<file path="src/hdl/bsm3_pkg.sv">
`default_nettype none
// ----------------------------------------------------------------------------
// bsm3_pkg: shared types and constants
// Item payload types, request codes and status codes of the stencil engine.
// ----------------------------------------------------------------------------
package bsm3_pkg;

    localparam logic [1:0] REQ_VEC  = 2'd0;
    localparam logic [1:0] REQ_COEF = 2'd1;
    localparam logic [1:0] REQ_CALC = 2'd2;

    localparam logic [1:0] ST_OK  = 2'd0;
    localparam logic [1:0] ST_BAD = 2'd1;
    localparam logic [1:0] ST_SAT = 2'd2;

    // Neighbor codes used by the term sequencer.
    localparam logic [2:0] NB_C  = 3'd0;
    localparam logic [2:0] NB_ZM = 3'd1;
    localparam logic [2:0] NB_ZP = 3'd2;
    localparam logic [2:0] NB_YM = 3'd3;
    localparam logic [2:0] NB_YP = 3'd4;
    localparam logic [2:0] NB_XM = 3'd5;
    localparam logic [2:0] NB_XP = 3'd6;

    typedef struct packed {
        logic [1:0]         req_type;
        logic [4:0]         cell_x;
        logic [4:0]         cell_y;
        logic [4:0]         cell_z;
        logic [1:0]         component;
        logic [3:0]         coef_index;
        logic signed [31:0] value;
    } t_in;

    typedef struct packed {
        logic signed [31:0] result_er;
        logic signed [31:0] result_f1;
        logic signed [31:0] result_f2;
        logic signed [31:0] result_f3;
        logic [1:0]         status;
    } t_out;

    // One term of a row: coefficient slot, neighbor and vector component.
    typedef struct packed {
        logic [3:0] slot;
        logic [2:0] nb;
        logic [1:0] cmp;
    } t_term;

    // Term table. Row 0 has 16 terms; rows 1-3 have 14 and use their own
    // component where the table says so.
    function automatic t_term term_of(input logic [1:0] row, input logic [3:0] t);
        t_term r;
        logic [3:0] s0 [16];
        logic [2:0] n0 [16];
        logic [1:0] c0 [16];
        logic [3:0] sn [14];
        logic [2:0] nn [14];
        logic       own [14];
        s0 = '{4'd0, 4'd14, 4'd2, 4'd12, 4'd4, 4'd10, 4'd1, 4'd15,
               4'd3, 4'd13, 4'd5, 4'd11, 4'd6, 4'd7, 4'd8, 4'd9};
        n0 = '{NB_ZM, NB_ZP, NB_YM, NB_YP, NB_XM, NB_XP, NB_ZM, NB_ZP,
               NB_YM, NB_YP, NB_XM, NB_XP, NB_C, NB_C, NB_C, NB_C};
        c0 = '{2'd0, 2'd0, 2'd0, 2'd0, 2'd0, 2'd0, 2'd3, 2'd3,
               2'd2, 2'd2, 2'd1, 2'd1, 2'd0, 2'd1, 2'd2, 2'd3};
        sn = '{4'd0, 4'd12, 4'd2, 4'd10, 4'd4, 4'd8, 4'd1, 4'd13,
               4'd3, 4'd11, 4'd5, 4'd9, 4'd6, 4'd7};
        nn = '{NB_ZM, NB_ZP, NB_YM, NB_YP, NB_XM, NB_XP, NB_ZM, NB_ZP,
               NB_YM, NB_YP, NB_XM, NB_XP, NB_C, NB_C};
        own = '{1'b0, 1'b0, 1'b0, 1'b0, 1'b0, 1'b0, 1'b1, 1'b1,
                1'b1, 1'b1, 1'b1, 1'b1, 1'b0, 1'b1};
        if (row == 2'd0) begin
            r.slot = s0[t];
            r.nb   = n0[t];
            r.cmp  = c0[t];
        end else if (t < 4'd14) begin
            r.slot = sn[t];
            r.nb   = nn[t];
            r.cmp  = own[t] ? row : 2'd0;
        end else begin
            r = '0;
        end
        return r;
    endfunction

endpackage
`default_nettype wire

</file>
<file path="src/hdl/bsm3_mac.sv">
`default_nettype none
// ----------------------------------------------------------------------------
// bsm3_mac: row accumulator
// Registers one 32x32 product a cycle, sums it exactly and rounds and
// saturates the row sum when asked.
// ----------------------------------------------------------------------------
module bsm3_mac #(
    parameter int FRAC_BITS = 16
) (
    input  wire               i_clk,
    input  wire               i_rst_n,
    input  wire               i_clear,
    input  wire               i_valid,
    input  wire signed [31:0] i_a,
    input  wire signed [31:0] i_b,
    output logic signed [31:0] o_round,
    output logic              o_sat,
    output logic              o_busy
);
    import bsm3_pkg::*;

    localparam int ACC_W = 69;

    logic signed [63:0]      r_prod;
    logic                    r_pv;
    logic signed [ACC_W-1:0] r_acc;
    logic signed [ACC_W-1:0] w_rnd;
    logic signed [ACC_W-1:0] w_shift;

    always_ff @(posedge i_clk) begin
        r_prod <= i_a * i_b;
        if (!i_rst_n) begin
            r_pv <= 1'b0;
        end else begin
            r_pv <= i_valid;
        end
        if (i_clear) begin
            r_acc <= '0;
        end else if (r_pv) begin
            r_acc <= r_acc + ACC_W'(r_prod);
        end
    end

    assign o_busy  = r_pv;
    assign w_rnd   = r_acc + (ACC_W'(1) <<< (FRAC_BITS - 1));
    assign w_shift = w_rnd >>> FRAC_BITS;

    always_comb begin
        o_sat = 1'b0;
        if (w_shift > ACC_W'(64'sd2147483647)) begin
            o_round = 32'sh7fffffff;
            o_sat   = 1'b1;
        end else if (w_shift < -ACC_W'(64'sd2147483648)) begin
            o_round = 32'sh80000000;
            o_sat   = 1'b1;
        end else begin
            o_round = w_shift[31:0];
        end
    end
endmodule
`default_nettype wire
</file>
<file path="config.mk">
export PLATFORM = sky130hd
export DESIGN_NAME = bsm3_mac
export DESIGN_NICKNAME = d
export VERILOG_FILES = /design/src/hdl/bsm3_pkg.sv /design/src/hdl/bsm3_mac.sv
export SDC_FILE = /design/constraint.sdc
export NUM_CORES = 2
export LEC_CHECK = 0
export BUFFER_PORTS_ARGS = -buffer_cell sky130_fd_sc_hd__buf_2
export CORE_MARGIN = 10
export CORE_UTILIZATION = 30
export DETAILED_ROUTE_END_ITERATION = 10
export PLACE_DENSITY = 0.41
export RECOVER_POWER = 100
export SLEW_MARGIN = 20
export SYNTH_ARGS = -nofsm -noshare
export SYNTH_HDL_FRONTEND = slang
export SYNTH_SLANG_ARGS = --single-unit
</file>
<file path="constraint.sdc">
create_clock -name i_clk -period 13.8 [get_ports i_clk]
set_input_delay 2.76 -clock i_clk [delete_from_list [all_inputs] [get_ports i_clk]]
set_output_delay 2.76 -clock i_clk [all_outputs]
set_load 0.05 [all_outputs]
</file>
==> run summary <==
Worst-Margin Slew = 3.762 ns
Layout cells sized above 1 = 3.359%
RSZ-0062 raised after global routing = no
First-pass GRT wire length = 226600 um
Worst Path Required = 14.20 ns
Hold EP = r_acc[4]
Max Clk Rate = 84.55 MHz
Post-synth ARST share = 0%
Number of flops mapped to enable cells by yosys = 0
Largest net degree at the start of global routing = 78
Commonest non-fill, non-tap cells in the layout = fa_1 (1083), inv_1 (1011), nand2_1 (627)
Num CTS Buffers = 25
Number of I/O pins = 102
Drt pass-1 iters = 5
Maxcap violations = 2
Sequential fraction of the synthesis area = 5.939%
Initial antenna violation count = 12
PortBufs = 101
Reg-to-reg startpoint = r_acc[30]
Startpoint types = input port
DR vias/cell = 4.695
Slew headroom = -150.8%
Worst Hold Class = register to register
DRT antenna net count = 0
Routability cong. = 0.8400
DP HPWL = 117300 um
CTS tree = built
Worst R2R End = r_acc[65]
Tmin final = 11.83 ns
Net Count, Synth = 6431
Vias post-DR = 32704
Post-synthesis cell area = 45170 um^2
Post-route setup TNS = 0 ns
Type of the worst setup path = input port to register
Initial Utilization = 30.16%
Clk Latency, worst-skew pair = 0.50 ns
Violated checks = max-capacitance violations, max-slew violations
Global Route Usage Sum = 17.54%
H-Tree Depth = 4
Die Area = 166500 um^2
Final Hold Fails = 0
DRC = 0
#FFs+latches synth = 134
Drt total wl = 146000 um
Site Rows = 142
Pins Over Slew Limit = 111
Setup violations, final = 0
WL per Instance = 20.96 um
Die Y = 408.0 um
Nets = 6340
Critical path data arrival time = 12.23 ns
Critical hold path startpoint = r_acc[4]
Clk sinks = 134
Die Wd = 408.0 um
Remaining Overflow, GRT = 0
Syn Inst Count = 5027
Root Buffer = clkbuf_16
Area contributors post-synth = fa_1 (48%), inv_1 (8.4%), ha_1 (7.0%), and2_1 (7.0%), dfxtp_1 (5.9%)
Critical-path maximum fanout = 32
Status = finished, violations left
Fill cells = 15764
Synth Flop Type = dfxtp_1
Post CTS Setup Buffer Count = 0
Tcrit/Tclk final = 85.71%
Synthesized area per cell = 8.986 um^2
CTS Hold Bufs = 0
Most common cell after layout, fill and taps aside = fa_1
Critical Path Sink Type = register
Area occupied by registers = 2686 um^2
Multi-input gate area = 37680 um^2
Vias in the first global route = 35936
Resized Gates After CTS = 0
Yosys top cell by area = fa_1
Reg-to-reg slack, setup = 9.74 ns
Clock slew at reported path FFs = 0.05 ns
Hold Crit Depth = 2
Distinct cells, synth = 74
Core area = 149800 um^2
Post-synth top area share = 48.00%
Layout Skew = 0.02178 ns
Syn-to-layout area delta = 6.744%
Initial DRC Count = 1942
Ys Warns = 0
R2r worst-path depth = 10
CTS max path bufs = 3
-- how the worst max path moves through the flow --
stage,start,end,slack [ns],cells past startpoint
after floorplan,i_a[31],r_prod[63],3.45,26
after global placement,i_b[9],r_prod[63],2.24,22
after detailed placement,i_a[31],r_prod[63],2.23,22
after CTS,i_a[31],r_prod[63],2.74,22
after global routing,i_b[0],r_prod[63],1.30,25
final,i_b[0],r_prod[63],1.97,25
-- logic make-up (layout without fill, tap and decap cells) --
kind of cell | count (synthesis) | count (layout) | share of synthesized area (%)
AOI/OAI and AO/OA | 533 | 533 | 7.448
buffers and inverters | 1275 | 1190 | 10.65
and+or+nand+nor | 1550 | 1550 | 17.00
other | 0 | 8 | 0
DFF | 134 | 134 | 5.939
xor gates and xnor gates | 164 | 164 | 3.180
muxes | 35 | 35 | 0.7811
adders and majority gates | 1336 | 1336 | 55.00
-- worst max-delay path, stage by stage --
cell      delay [ns]
clkbuf_1        1.22
and2_0          0.33
ha_1            0.33
fa_1            0.54
fa_1            0.50
clkbuf_1        0.66
inv_1           0.16
fa_1            0.60
inv_1           0.71
fa_1            0.56
fa_1            0.49
inv_1           0.06
fa_1            0.52
fa_1            0.54
inv_1           0.04
ha_1            0.39
a21o_1          0.21
a21o_1          0.17
a21oi_1         0.17
o21ai_0         0.13
and2_0          0.20
o31ai_1         0.39
or3_1           0.22
a311o_1         0.18
xnor2_1         0.13
-- synth_stat cells, types with 4 or more instances --
cell type,n
or3_1,9
o22ai_1,7
o31a_1,7
nand3_1,48
nand2b_1,24
fa_1,1083
o211ai_1,17
or2_2,4
o21ai_0,94
a211o_1,5
inv_1,1011
nand4_1,34
ha_1,253
o21ai_1,20
nor4_1,7
nand3b_1,6
a31oi_1,17
and4_1,8
nor2_1,178
a21oi_1,168
a311oi_1,4
nor3b_1,9
mux2i_1,33
o21ai_2,10
nor3_1,36
a21o_1,64
a211oi_1,24
o2111ai_1,4
a41oi_1,7
nor2b_1,24
and3_1,16
nand2_1,627
a2111oi_0,6
o21bai_1,19
clkbuf_1,255
o21a_1,17
xor2_1,67
a21boi_0,8
dfxtp_1,134
xnor2_1,97
and2_1,505
o31ai_1,10
-- registers in the layout, summed over array words and instances, names as in the netlist --
register / flops
o_busy: 1
r_acc: 69
r_prod: 64
-- through the flow --
stage	worst slack [ns]	util, %	std cells	instance area (um^2)	hold WS, ns
floorplan	3.452	-	5027	45170	0.4447
global placement	2.242	31.73	6925	47520	0.4551
detailed placement	2.234	31.73	6925	47520	0.4636
CTS	2.735	32.22	6958	48250	0.4705
global route	1.300	32.19	6961	48210	0.4937
finish	1.972	32.19	6966	48220	0.4676
-- routing by layer --
layer / routed length [um] / global-route usage (%) / vias to the layer above
li1: - / - / 14961
met1: 72280 / 26.04 / 17043
met2: 64580 / 27.38 / 614
met3: 7234 / 2.547 / 80
met4: 1880 / 2.588 / 6
met5: 33 / 0 / -
-- cell type report --
| type | count | share of cell area, % |
|---|---|---|
| Clock inverter | 2 | 0.07266 |
| Antenna cell | 8 | 0.04152 |
| Tap cell | 2016 | 5.231 |
| Inverter | 1012 | 7.878 |
| Timing Repair Buffer | 145 | 1.619 |
| Sequential cell | 134 | 5.571 |
| Clock buffer | 31 | 1.448 |
| Multi-Input combinational cell | 3618 | 78.14 |
Power is left out: the tool's default activity adds up to more than one toggle a clock period on the data nets, which glitch-free logic cannot reach.
